--- config.mk ---
export PLATFORM = sky130hd
export DESIGN_NAME = wheel_tick_speed_estimator_unit
export DESIGN_NICKNAME = d
export VERILOG_FILES = /design/src/wtse_pkg.sv /design/src/wtse_divider.sv /design/src/wheel_tick_speed_estimator_unit.sv
export SDC_FILE = /design/constraint.sdc
export NUM_CORES = 2
export LEC_CHECK = 0
export ABC_AREA = 1
export BUFFER_PORTS_ARGS = -buffer_cell sky130_fd_sc_hd__buf_2
export CORE_ASPECT_RATIO = 1.1
export CORE_MARGIN = 4
export CORE_UTILIZATION = 40
export CTS_BUF_LIST = sky130_fd_sc_hd__clkbuf_4 sky130_fd_sc_hd__clkbuf_8
export CTS_CLUSTER_DIAMETER = 30
export DETAILED_ROUTE_END_ITERATION = 10
export PLACE_DENSITY = 0.52
export RECOVER_POWER = 25
export SLEW_MARGIN = 20
export SYNTH_ARGS = -nofsm -noshare
export SYNTH_HDL_FRONTEND = slang
export SYNTH_SLANG_ARGS = --single-unit
--- constraint.sdc ---
create_clock -name i_clk -period 9.35 [get_ports i_clk]
set_input_delay 1.4025 -clock i_clk [delete_from_list [all_inputs] [get_ports i_clk]]
set_output_delay 1.4025 -clock i_clk [all_outputs]
set_load 0.03 [all_outputs]
--- src/wtse_pkg.sv ---
// wtse_pkg: shared widths, constants and types of the wheel tick speed estimator
// used by wtse_divider and wheel_tick_speed_estimator_unit; no dependencies
`default_nettype none

package wtse_pkg;

    localparam int TIME_WIDTH      = 32;
    localparam int SPEED_WIDTH     = 16;
    localparam int CFG_WIDTH       = 16;
    localparam int CFG_IDX_WIDTH   = 1;
    localparam int NOW_WIDTH       = 32;
    localparam int OUT_SPEED_WIDTH = 16;
    localparam int STATUS_WIDTH    = 3;

    localparam int MUL_A_WIDTH = (SPEED_WIDTH > CFG_WIDTH) ? SPEED_WIDTH : CFG_WIDTH;
    localparam int PROD_WIDTH  = MUL_A_WIDTH + TIME_WIDTH;
    localparam int CNT_WIDTH   = $clog2(PROD_WIDTH);

    localparam logic [CFG_WIDTH-1:0] CIRC_RESET = CFG_WIDTH'(1000);
    localparam logic [CFG_WIDTH-1:0] GAP_RESET  = CFG_WIDTH'(3000);
    localparam logic [TIME_WIDTH-1:0] MS_PER_S  = TIME_WIDTH'(1000);
    localparam logic [SPEED_WIDTH-1:0] SPEED_MAX = {SPEED_WIDTH{1'b1}};

    localparam logic [CFG_IDX_WIDTH-1:0] REG_CIRCUMFERENCE = 1'b0;
    localparam logic [CFG_IDX_WIDTH-1:0] REG_MAX_GAP       = 1'b1;

    localparam logic OP_TICK   = 1'b0;
    localparam logic OP_UPDATE = 1'b1;

    typedef enum logic [STATUS_WIDTH-1:0] {
        ST_NO_HISTORY   = 3'd0,
        ST_NEW_INTERVAL = 3'd1,
        ST_HELD         = 3'd2,
        ST_EXTRAPOLATED = 3'd3,
        ST_TIMED_OUT    = 3'd4
    } t_status;

    typedef struct packed {
        logic                  start;
        logic [PROD_WIDTH-1:0] dividend;
        logic [TIME_WIDTH-1:0] divisor;
    } t_div_req;

endpackage

`default_nettype wire

--- src/wtse_divider.sv ---
// wtse_divider: restoring serial divider, one quotient bit per cycle
// depends on wtse_pkg
`default_nettype none

module wtse_divider (
    input  wire logic                          i_clk,
    input  wire logic                          i_rst_n,
    input  wire wtse_pkg::t_div_req            i_req,
    output logic                               o_done,
    output logic [wtse_pkg::PROD_WIDTH-1:0]    o_quotient
);

    typedef enum logic {
        S_IDLE,
        S_RUN
    } t_state;

    t_state                              r_state, n_state;
    logic [wtse_pkg::TIME_WIDTH:0]       r_rem, n_rem;
    logic [wtse_pkg::PROD_WIDTH-1:0]     r_dq, n_dq;
    logic [wtse_pkg::TIME_WIDTH-1:0]     r_divisor, n_divisor;
    logic [wtse_pkg::CNT_WIDTH-1:0]      r_count, n_count;
    logic                                r_done, n_done;

    logic [wtse_pkg::TIME_WIDTH:0]       w_shifted;
    logic                                w_ge;

    assign w_shifted = {r_rem[wtse_pkg::TIME_WIDTH-1:0], r_dq[wtse_pkg::PROD_WIDTH-1]};
    assign w_ge      = (w_shifted >= {1'b0, r_divisor});

    always_comb begin
        n_state   = r_state;
        n_rem     = r_rem;
        n_dq      = r_dq;
        n_divisor = r_divisor;
        n_count   = r_count;
        n_done    = 1'b0;
        case (r_state)
            S_IDLE: begin
                if (i_req.start) begin
                    n_rem     = '0;
                    n_dq      = i_req.dividend;
                    n_divisor = i_req.divisor;
                    n_count   = wtse_pkg::CNT_WIDTH'(wtse_pkg::PROD_WIDTH - 1);
                    n_state   = S_RUN;
                end
            end
            S_RUN: begin
                n_rem = w_ge ? (w_shifted - {1'b0, r_divisor}) : w_shifted;
                n_dq  = {r_dq[wtse_pkg::PROD_WIDTH-2:0], w_ge};
                if (r_count == '0) begin
                    n_done  = 1'b1;
                    n_state = S_IDLE;
                end else begin
                    n_count = r_count - 1'b1;
                end
            end
            default: begin
                n_state = S_IDLE;
            end
        endcase
    end

    always_ff @(posedge i_clk) begin
        if (!i_rst_n) begin
            r_state   <= S_IDLE;
            r_rem     <= '0;
            r_dq      <= '0;
            r_divisor <= '0;
            r_count   <= '0;
            r_done    <= 1'b0;
        end else begin
            r_state   <= n_state;
            r_rem     <= n_rem;
            r_dq      <= n_dq;
            r_divisor <= n_divisor;
            r_count   <= n_count;
            r_done    <= n_done;
        end
    end

    assign o_done     = r_done;
    assign o_quotient = r_dq;

endmodule

`default_nettype wire

--- src/wheel_tick_speed_estimator_unit.sv ---
// wheel_tick_speed_estimator_unit: top level, sequencer, state and one shared multiplier
// depends on wtse_pkg and wtse_divider
// a tick word is stored from idle; an update word without division goes via S_DONE
// with division it runs S_MUL, S_DIV_GO and S_DIV_WAIT (48-step serial divider), then S_DONE
// one word is worked at a time; the input stalls until the result sits in the output register
// synchronous active-low reset: times and speeds cleared, circumference 1000, gap 3000
`default_nettype none

module wheel_tick_speed_estimator_unit (
    input  wire logic                                   i_clk,
    input  wire logic                                   i_rst_n,
    input  wire logic                                   i_in_valid,
    output logic                                        o_in_stall,
    input  wire logic                                   i_operation,
    input  wire logic [wtse_pkg::NOW_WIDTH-1:0]         i_now_ms,
    output logic                                        o_out_valid,
    input  wire logic                                   i_out_stall,
    output logic [wtse_pkg::OUT_SPEED_WIDTH-1:0]        o_speed_mm_per_s,
    output logic [wtse_pkg::STATUS_WIDTH-1:0]           o_status,
    input  wire logic                                   i_cfg_valid,
    output logic                                        o_cfg_ready,
    input  wire logic [wtse_pkg::CFG_IDX_WIDTH-1:0]     i_cfg_index,
    input  wire logic [wtse_pkg::CFG_WIDTH-1:0]         i_cfg_data
);

    typedef enum logic [2:0] {
        S_IDLE,
        S_MUL,
        S_DIV_GO,
        S_DIV_WAIT,
        S_DONE
    } t_state;

    localparam int TW = wtse_pkg::TIME_WIDTH;
    localparam int SW = wtse_pkg::SPEED_WIDTH;
    localparam int PW = wtse_pkg::PROD_WIDTH;

    t_state                                 r_state, n_state;
    logic [wtse_pkg::CFG_WIDTH-1:0]         r_circ, n_circ;
    logic [wtse_pkg::CFG_WIDTH-1:0]         r_max_gap, n_max_gap;
    logic [TW-1:0]                          r_newest, n_newest;
    logic [TW-1:0]                          r_previous, n_previous;
    logic [TW-1:0]                          r_used_newest, n_used_newest;
    logic [TW-1:0]                          r_used_previous, n_used_previous;
    logic [SW-1:0]                          r_speed_now, n_speed_now;
    logic [SW-1:0]                          r_speed_before, n_speed_before;
    logic                                   r_first, n_first;
    logic                                   r_extrap, n_extrap;
    wtse_pkg::t_status                      r_res_status, n_res_status;
    logic [wtse_pkg::MUL_A_WIDTH-1:0]       r_mul_a, n_mul_a;
    logic [TW-1:0]                          r_mul_b, n_mul_b;
    logic [PW-1:0]                          r_prod, n_prod;
    logic [TW-1:0]                          r_divisor, n_divisor;
    logic                                   r_out_valid, n_out_valid;
    logic [wtse_pkg::OUT_SPEED_WIDTH-1:0]   r_out_speed, n_out_speed;
    wtse_pkg::t_status                      r_out_status, n_out_status;

    logic [TW-1:0]          w_now;
    logic [TW-1:0]          w_gap;
    logic [TW-1:0]          w_span;
    logic [TW-1:0]          w_interval;
    logic [SW-1:0]          w_drop_base;
    logic                   w_in_acc;
    logic                   w_over_gap;
    logic                   w_over_twice;
    wtse_pkg::t_div_req     w_div_req;
    logic                   w_div_done;
    logic [PW-1:0]          w_quot;
    logic                   w_quot_hi;
    logic [SW-1:0]          w_quot_lo;

    assign w_now        = TW'(i_now_ms);
    assign w_gap        = w_now - r_used_newest;
    assign w_span       = r_used_newest - r_used_previous;
    assign w_interval   = r_newest - r_previous;
    assign w_drop_base  = r_speed_before - r_speed_now;
    assign w_in_acc     = i_in_valid && (r_state == S_IDLE);
    assign w_over_gap   = ({1'b0, w_gap} > (TW + 1)'(r_max_gap));
    assign w_over_twice = ({1'b0, w_gap} > (TW + 1)'({r_max_gap, 1'b0}));

    assign w_div_req.start    = (r_state == S_DIV_GO);
    assign w_div_req.dividend = r_prod;
    assign w_div_req.divisor  = r_divisor;

    assign w_quot_hi = |w_quot[PW-1:SW];
    assign w_quot_lo = w_quot[SW-1:0];

    wtse_divider u_divider (
        .i_clk      (i_clk),
        .i_rst_n    (i_rst_n),
        .i_req      (w_div_req),
        .o_done     (w_div_done),
        .o_quotient (w_quot)
    );

    always_comb begin
        n_state         = r_state;
        n_circ          = r_circ;
        n_max_gap       = r_max_gap;
        n_newest        = r_newest;
        n_previous      = r_previous;
        n_used_newest   = r_used_newest;
        n_used_previous = r_used_previous;
        n_speed_now     = r_speed_now;
        n_speed_before  = r_speed_before;
        n_first         = r_first;
        n_extrap        = r_extrap;
        n_res_status    = r_res_status;
        n_mul_a         = r_mul_a;
        n_mul_b         = r_mul_b;
        n_prod          = r_prod;
        n_divisor       = r_divisor;
        n_out_valid     = r_out_valid && i_out_stall;
        n_out_speed     = r_out_speed;
        n_out_status    = r_out_status;

        if (i_cfg_valid) begin
            case (i_cfg_index)
                wtse_pkg::REG_CIRCUMFERENCE: n_circ    = i_cfg_data;
                wtse_pkg::REG_MAX_GAP:       n_max_gap = i_cfg_data;
                default: begin
                end
            endcase
        end

        case (r_state)
            S_IDLE: begin
                if (w_in_acc && (i_operation == wtse_pkg::OP_TICK)) begin
                    n_previous = r_newest;
                    n_newest   = w_now;
                end else if (w_in_acc) begin
                    n_state = S_DONE;
                    if (r_previous == '0) begin
                        n_speed_now  = '0;
                        n_res_status = wtse_pkg::ST_NO_HISTORY;
                    end else if ((r_used_newest == '0) || (r_used_previous != r_previous)) begin
                        n_first       = (r_used_newest == '0);
                        n_extrap      = 1'b0;
                        n_res_status  = wtse_pkg::ST_NEW_INTERVAL;
                        n_used_newest = r_newest;
                        if (r_used_newest == '0) begin
                            n_used_previous = r_previous;
                        end else begin
                            n_used_previous = r_used_newest;
                            n_speed_before  = r_speed_now;
                        end
                        if (w_interval == '0) begin
                            n_speed_now = wtse_pkg::SPEED_MAX;
                            if (r_used_newest == '0) begin
                                n_speed_before = wtse_pkg::SPEED_MAX;
                            end
                        end else begin
                            n_mul_a   = wtse_pkg::MUL_A_WIDTH'(r_circ);
                            n_mul_b   = wtse_pkg::MS_PER_S;
                            n_divisor = w_interval;
                            n_state   = S_MUL;
                        end
                    end else if (w_over_gap) begin
                        n_speed_now  = '0;
                        n_res_status = wtse_pkg::ST_TIMED_OUT;
                        if (w_over_twice) begin
                            n_speed_before = '0;
                            n_previous     = '0;
                        end
                    end else if (r_speed_before > r_speed_now) begin
                        n_res_status = wtse_pkg::ST_EXTRAPOLATED;
                        if (w_span == '0) begin
                            n_speed_now = '0;
                        end else begin
                            n_first   = 1'b0;
                            n_extrap  = 1'b1;
                            n_mul_a   = wtse_pkg::MUL_A_WIDTH'(w_drop_base);
                            n_mul_b   = w_gap;
                            n_divisor = w_span;
                            n_state   = S_MUL;
                        end
                    end else begin
                        n_res_status = wtse_pkg::ST_HELD;
                    end
                end
            end
            S_MUL: begin
                n_prod  = PW'(r_mul_a) * PW'(r_mul_b);
                n_state = S_DIV_GO;
            end
            S_DIV_GO: begin
                n_state = S_DIV_WAIT;
            end
            S_DIV_WAIT: begin
                if (w_div_done) begin
                    n_state = S_DONE;
                    if (r_extrap) begin
                        if (w_quot_hi || (w_quot_lo >= r_speed_now)) begin
                            n_speed_now = '0;
                        end else begin
                            n_speed_now = r_speed_now - w_quot_lo;
                        end
                    end else begin
                        n_speed_now = w_quot_hi ? wtse_pkg::SPEED_MAX : w_quot_lo;
                        if (r_first) begin
                            n_speed_before = w_quot_hi ? wtse_pkg::SPEED_MAX : w_quot_lo;
                        end
                    end
                end
            end
            S_DONE: begin
                if (!r_out_valid || !i_out_stall) begin
                    n_out_valid  = 1'b1;
                    n_out_speed  = wtse_pkg::OUT_SPEED_WIDTH'(r_speed_now);
                    n_out_status = r_res_status;
                    n_state      = S_IDLE;
                end
            end
            default: begin
                n_state = S_IDLE;
            end
        endcase
    end

    always_ff @(posedge i_clk) begin
        if (!i_rst_n) begin
            r_state         <= S_IDLE;
            r_circ          <= wtse_pkg::CIRC_RESET;
            r_max_gap       <= wtse_pkg::GAP_RESET;
            r_newest        <= '0;
            r_previous      <= '0;
            r_used_newest   <= '0;
            r_used_previous <= '0;
            r_speed_now     <= '0;
            r_speed_before  <= '0;
            r_first         <= 1'b0;
            r_extrap        <= 1'b0;
            r_res_status    <= wtse_pkg::ST_NO_HISTORY;
            r_out_valid     <= 1'b0;
            r_out_status    <= wtse_pkg::ST_NO_HISTORY;
        end else begin
            r_state         <= n_state;
            r_circ          <= n_circ;
            r_max_gap       <= n_max_gap;
            r_newest        <= n_newest;
            r_previous      <= n_previous;
            r_used_newest   <= n_used_newest;
            r_used_previous <= n_used_previous;
            r_speed_now     <= n_speed_now;
            r_speed_before  <= n_speed_before;
            r_first         <= n_first;
            r_extrap        <= n_extrap;
            r_res_status    <= n_res_status;
            r_out_valid     <= n_out_valid;
            r_out_status    <= n_out_status;
        end
        r_mul_a     <= n_mul_a;
        r_mul_b     <= n_mul_b;
        r_prod      <= n_prod;
        r_divisor   <= n_divisor;
        r_out_speed <= n_out_speed;
    end

    assign o_in_stall       = (r_state != S_IDLE);
    assign o_out_valid      = r_out_valid;
    assign o_speed_mm_per_s = r_out_speed;
    assign o_status         = r_out_status;
    assign o_cfg_ready      = 1'b1;

endmodule

`default_nettype wire

## Word level (Yosys, flattened, before mapping)

Cells that the tools add are included.

| cells by class | value |
|---|---|
| eq/ne operators | 24 |
| multiply operators | 1 |
| reduce and logical (&&, ||, !) cells | 36 |
| add/subtract/negate cells | 7 |
| $lt $le $gt $ge | 5 |
| muxes and demuxes | 85 |
| bitwise logic cells | 5 |

Operators by type and width:

| kind | count |
|---|---|
| 2-to-1 mux 32 bit | 19 |
| 2-to-1 mux 16 bit | 29 |
| zero test 32 bit | 4 |
| subtractor 32 bit | 4 |
| one-hot mux 48 bit (2 select lines) | 1 |
| one-hot mux 16 bit (2 select lines) | 2 |
| one-hot mux 32 bit (2 select lines) | 1 |
| multiplier 16 x 32 -> 48 bit | 1 |
| 2-to-1 mux 48 bit | 1 |
| 2-to-1 mux 3 bit | 13 |
| greater-or-equal comparator 33 x 32 -> 1 bit | 1 |
| > comparator 32 x 16 -> 1 bit | 1 |
| > comparator 32 x 17 -> 1 bit | 1 |
| inequality test 32 bit | 1 |
| OR reduction 32 bit | 1 |
| subtractor 16 bit | 2 |
| inequality test 2 bit, second input constant | 11 |
| greater-or-equal comparator 16 bit | 1 |
| > comparator 16 bit | 1 |
| one-hot mux 3 bit (5 select lines) | 1 |
| 2-to-1 mux 1 bit | 14 |
| AND reduction 2 bit | 7 |
| AND reduction 7 bit | 2 |
| 2-to-1 mux 6 bit | 2 |
| other kinds (24) | 42 |

| word-level totals | value |
|---|---|
| logic and storage cells | 188 |
| bits in registers | 468 |
| output and inout bits | 22 |
| bits of input ports | 55 |

## Logic depth before layout (Yosys ltp)

| depth | value |
|---|---|
| depth after elaboration | 10 |
| gate-level depth with buffers | 30 |
| gate-level depth less buffers | 29 |

## Cells and area by module

From an unflattened synthesis, not the netlist that was laid out.

| unflattened totals | value |
|---|---|
| cell total of the unflattened synthesis | 6,998 |
| area, all modules | 48,516.5 um^2 |

By module, submodules not included:

| module | area an instance (um^2) | seq. area each (um^2) | instances | cells each |
|---|---|---|---|---|
| wheel_tick_speed_estimator_unit | 40,740.3 | 8,408.1 | 1 | 5,760 |
| wtse_divider | 7,776.2 | 2,402.3 | 1 | 1,238 |

## Worst setup path after synthesis

OpenSTA, ideal clock, no wires.

| timing | value |
|---|---|
| path type | input port to flip-flop |
| start point | in i_now_ms[0] in the netlist's numbering |
| end point | reg r_divisor[0] (enable) |
| buffers on the path | 0 |
| library setup time | 0.519 ns |
| data required time | 8.831 ns |
| path slack | 1.479 ns |
| data arrival time | 7.352 ns |
| stages | 24 |
| path through | inv_1 -> ha_1 -> inv_1 -> fa_1 -> nand2_1 -> nand2_1 -> nand3_1 -> nand2_1 -> nand2_1 -> nand2_1 -> xor2_1 -> ha_1 -> nand2_1 -> nor2_1 -> nand4_1 -> nor4_1 -> a21oi_1 -> nor2_1 -> nand2_1 -> nor2_1 -> nand3_1 -> nand2_1 -> nand4_1 -> nor2_1 |

| between the ends | value |
|---|---|
| cells in the longest elaborated chain, start to end | 4 |

RTL lines:

| item | RTL line | text |
|---|---|---|
| from (decl) | wheel_tick_speed_estimator_unit.sv:15 | `input wire logic [wtse_pkg::NOW_WIDTH-1:0] i_now_ms,` |
| subtractor 32 bit | wheel_tick_speed_estimator_unit.sv:73 | `assign w_gap = w_now - r_used_newest;` |
| named net w_gap[14] | wheel_tick_speed_estimator_unit.sv:59 | `logic [TW-1:0] w_gap;` |
| > comparator 32 x 16 -> 1 bit | wheel_tick_speed_estimator_unit.sv:78 | `assign w_over_gap = ({1'b0, w_gap} > (TW + 1)'(r_max_gap));` |
| inequality test 2 x 1 -> 1 bit (no source line) | -- |  |
| AND reduction 8 bit (no source line) | -- |  |
| to (signal assigned) | wheel_tick_speed_estimator_unit.sv:255 | `r_divisor <= n_divisor;` |
| to (decl) | wheel_tick_speed_estimator_unit.sv:53 | `logic [TW-1:0] r_divisor, n_divisor;` |

The timed path passes the listed nets, and every way through them passes these cells.
A chain may end at the register's enable or synchronous reset.

## Worst setup path in the final report

| timing | value |
|---|---|
| start point | reg r_mul_a[9] in the netlist's numbering |
| end point | reg r_prod[33] (data pin) |

| between the ends | value |
|---|---|
| cells in the longest elaborated chain, start to end | 1 |

RTL lines:

| item | RTL line | text |
|---|---|---|
| from (decl) | wheel_tick_speed_estimator_unit.sv:50 | `logic [wtse_pkg::MUL_A_WIDTH-1:0] r_mul_a, n_mul_a;` |
| from (signal assigned) | wheel_tick_speed_estimator_unit.sv:252 | `r_mul_a <= n_mul_a;` |
| multiplier 16 x 32 -> 48 bit | wheel_tick_speed_estimator_unit.sv:183 | `n_prod = PW'(r_mul_a) * PW'(r_mul_b);` |
| to (signal assigned) | wheel_tick_speed_estimator_unit.sv:254 | `r_prod <= n_prod;` |
| to (decl) | wheel_tick_speed_estimator_unit.sv:52 | `logic [PW-1:0] r_prod, n_prod;` |

Every way passes these cells.

==> summary.md <==
| Metric | Value |
|---|---|
| Outcome | complete, but fails checks |
| Violated checks | max-capacitance violations, max-slew violations |
| Worst-Margin Slew | roughly 3.6 ns |
| Dominant cell type by area after synthesis | fa_1 |
| Max Clock Freq | 135 MHz |
| Core box area | 117,000 µm² |
| Worst endpoint required time | 9.88 ns |
| Post-synth EDFFs | roughly 140 |
| Buffers on Ports | 75 |
| Slew HR | -143% |
| Mapped cell area | 47,200 µm² |
| Area Overhead vs Synth | 9.06% |
| Critical path endpoint category | flop |
| Post-synthesis compound-gate area fraction | 11.4% |
| CTS tree | built |
| Worst-case clock buffer depth | 3 |
| Hold_buf cts | 0 |
| DRT iter0 DRCs | 3,214 |
| Synth top area share | ~18% |
| Synth cell types | 57 |
| Largest family of logic cells by synthesized area | adder cells |
| Wirelength per Cell | 19.9 µm |
| H-tree levels | 3 |
| Overflow after GRT | 0 |
| Final Cycle Share | between 70 and 80% |
| CTS Root Buffer Type | clkbuf_8 |
| Worst hold stages | 2 |
| Worst Min Path Start | r_circ[3]$_SDFFE_PN1P_ |
| Synth area leaders | fa_1, nand2_1, dfxtp_1, inv_1, edfxtp_1 |
| DRT antenna net count | 0 |
| Cells after synthesis | around 6.7k |
| Die area | around 120,000 µm² |
| Via count | 42.7k |
| Setup violators final | 0 |
| Top FF cell, synth | dfxtp_1 |
| Sink Count | 468 |
| Share of post-route cells with drive strength above 1 | 6.11% |
| Number of global-route vias before repair | roughly 43k |
| Synth warn | 0 |
| Crit. Startpoint | r_mul_a[9]$_DFFE_PP_ |
| Final GP Congestion | about 0.96 |
| First-pass GRT wire length | about 260 mm |
| Pre-antenna DRT Iters | 5 |
| Nets | 7,498 |
| Final setup margin | 1.92 ns |
| Multi-input logic area | about 30,000 µm² |
| WL final | roughly 170 mm |
| CP arrival | 7.96 ns |
| # IOs | 77 |
| Fill cells | between 10k and 15k |
| Initial Utilization | 40.5% |
| Total Routing Usage GR | 26.9% |
| Multiplexer share of the synthesized area | less than 1% |
| Die height | roughly 370 µm |
| Die Width | approximately 340 µm |
| Simple-gate portion of the synthesized area | about a quarter |
| Worst path most repeated cell | fa_1 |
| FF-to-FF Start | r_mul_a[9]$_DFFE_PP_ |
| RR Endpoint | r_prod[33]$_DFFE_PP_ |
| Post-route setup TNS | 0 ns |
| Clk slew on worst S/H paths | 0.06 ns |
| Max Cap Violations | 7 |
| Max Slew Vio Count | 416 |
| Final hold vios | 0 |
| # resized after CTS | 0 |
| Worst r2r path cells | 20 |
| Num rows | 131 |
| Setup slack, reg-to-reg | between 1.5 and 2 ns |
| Pre-CTS setup slack | 2.14 ns |
| Hold Path Class | flop to flop |
| Syn Nets | between 7k and 8k |
| Syn Area/Cell | 7.01 µm² |
| Setup Crit Path Kind | flop to flop |
| Post-synth ARST share | 0% |
| Most common cell in the netlist | nand2_1 |
| Initial antenna violation count | 3 |
| Post-synth top cells | nand2_1, inv_1, nor2_1 |
| Startpoint types | flop |
| Xor/xnor share of the synthesized area | between 2 and 3% |
| Slowest CP cell | edfxtp_1 |
| Crit-path cells | buf_4, nand2_1, fa_1, inv_1, fa_1, fa_1, fa_1, fa_1, inv_1, fa_1, inv_1, ha_1, nand2_1, nor2_1, inv_1, o21ai_0, a21oi_1, o21ai_0, a31oi_1, xnor2_1 |
| Hold path endpoint | r_circ[3]$_SDFFE_PN1P_ |
| Postcts setup bufs | 0 |
| RSZ-0062 raised after global routing | false |
| Vias per inst | 5.13 |
| Min Clock Period, post-route | 7.43 ns |
| Clk_skew | around 0.050 ns |
| Worst path max stage delay | 1.15 ns |
| Register area | about 11,000 µm² |
| Post-DP HPWL | 130 mm |
| Clock Latency Late Sink | 0.82 ns |
| Num CTS Buffers | 112 |
| Synth Register Bits | 468 |
| Drt drc | 0 |
| Sequential area share after synthesis | 22.9% |
| Synth Area in Adders | 26.2% |
| Largest net degree at the start of global routing | 87 |
| Crit path max fanout | 21 |
## placed cells by master, fill, tap and decap left out, drive strengths merged, types with 15 or more instances in the layout
master,synthesis,routed
nand2,1848,1848
inv,1359,1365
nor2,528,528
a21oi,484,484
fa,424,424
dfxtp,324,324
o21ai,323,323
ha,311,311
nand3,239,239
clkbuf,219,150
edfxtp,144,144
buf,33,111
a31oi,83,83
xor2,78,78
xnor2,58,58
nand4,52,52
nor3,44,44
clkinv,0,32
nor4,27,27
o211ai,23,23
nand3b,22,22
a21o,16,16
or2,15,15
bufinv,0,15
## worst max path at each step
stage	to	slack [ns]	depth (start not counted)
4_1_cts	r_prod[32]$_DFFE_PP_	2.10	20
2_1_floorplan	r_divisor[0]$_DFFE_PP_	1.48	24
6_report	r_prod[33]$_DFFE_PP_	1.92	20
5_1_grt	u_divider.r_count[1]$_SDFFE_PN0P_	1.60	4
3_3_place_gp	r_prod[33]$_DFFE_PP_	2.12	20
3_5_place_dp	r_prod[33]$_DFFE_PP_	2.14	20
## cell families after synthesis
kind of cell	Yosys count
XOR/XNOR	136
adder cells (fa/ha/maj)	735
multiplexers	2
AND/OR/NAND/NOR	2786
buffers and inverters	1611
flip-flops	468
AO/OA/AOI/OAI	988
other	1
## cell type report
type / count / share of cell area (%)
Antenna cell: 3 / 0.0146
Clock buffer: 142 / 3.57
Clock inverter: 67 / 1.54
Inverter: 1359 / 9.92
Multi-Input combinational cell: 4648 / 58.9
Sequential cell: 468 / 21.0
Tap cell: 1529 / 3.72
Timing Repair Buffer: 119 / 1.33
## per-stage QoR
step	std cells	hold WS, ns	util [%]	area, µm²
2_1_floorplan	6727	0.429	-	47200
3_3_place_gp	8122	0.442	41.9	48800
3_5_place_dp	8123	0.444	41.9	48900
4_1_cts	8332	0.460	44.2	51500
5_1_grt	8335	0.479	44.2	51500
6_report	8335	0.457	44.2	51500
## critical path, delay by kind of cell (launching register included)
| family | cells | cell delay [ns] |
|---|---|---|
| AO/OA/AOI/OAI | 4 | 1.29 |
| AND/OR/NAND/NOR | 3 | 0.36 |
| flip-flops | 1 | 1.15 |
| adder cells (fa/ha/maj) | 7 | 3.48 |
| XOR/XNOR | 1 | 0.20 |
| buffers and inverters | 5 | 0.66 |
## flip-flops by register name, indices dropped and copies added (netlist names), 3 cells and up
register,flops
o_speed_mm_per_s,16
o_status,3
r_circ,16
r_divisor,32
r_max_gap,16
r_mul_a,16
r_mul_b,32
r_newest,32
r_previous,32
r_prod,48
r_res_status,3
r_speed_before,16
r_speed_now,16
r_state,3
r_used_newest,32
r_used_previous,32
u_divider.o_quotient,48
u_divider.r_count,6
u_divider.r_divisor,32
u_divider.r_rem,32
## layer usage
metal	track usage, %	share of wire, %	up-vias
met5	0	0	-
met4	10.3	4.2	0
met3	3.68	5.6	286
met2	43.3	45	1187
met1	36.7	45	20436
li1	-	-	20825
Power is left out: the tool's default activity adds up to more than one toggle a clock period on the data nets, which glitch-free logic cannot reach.
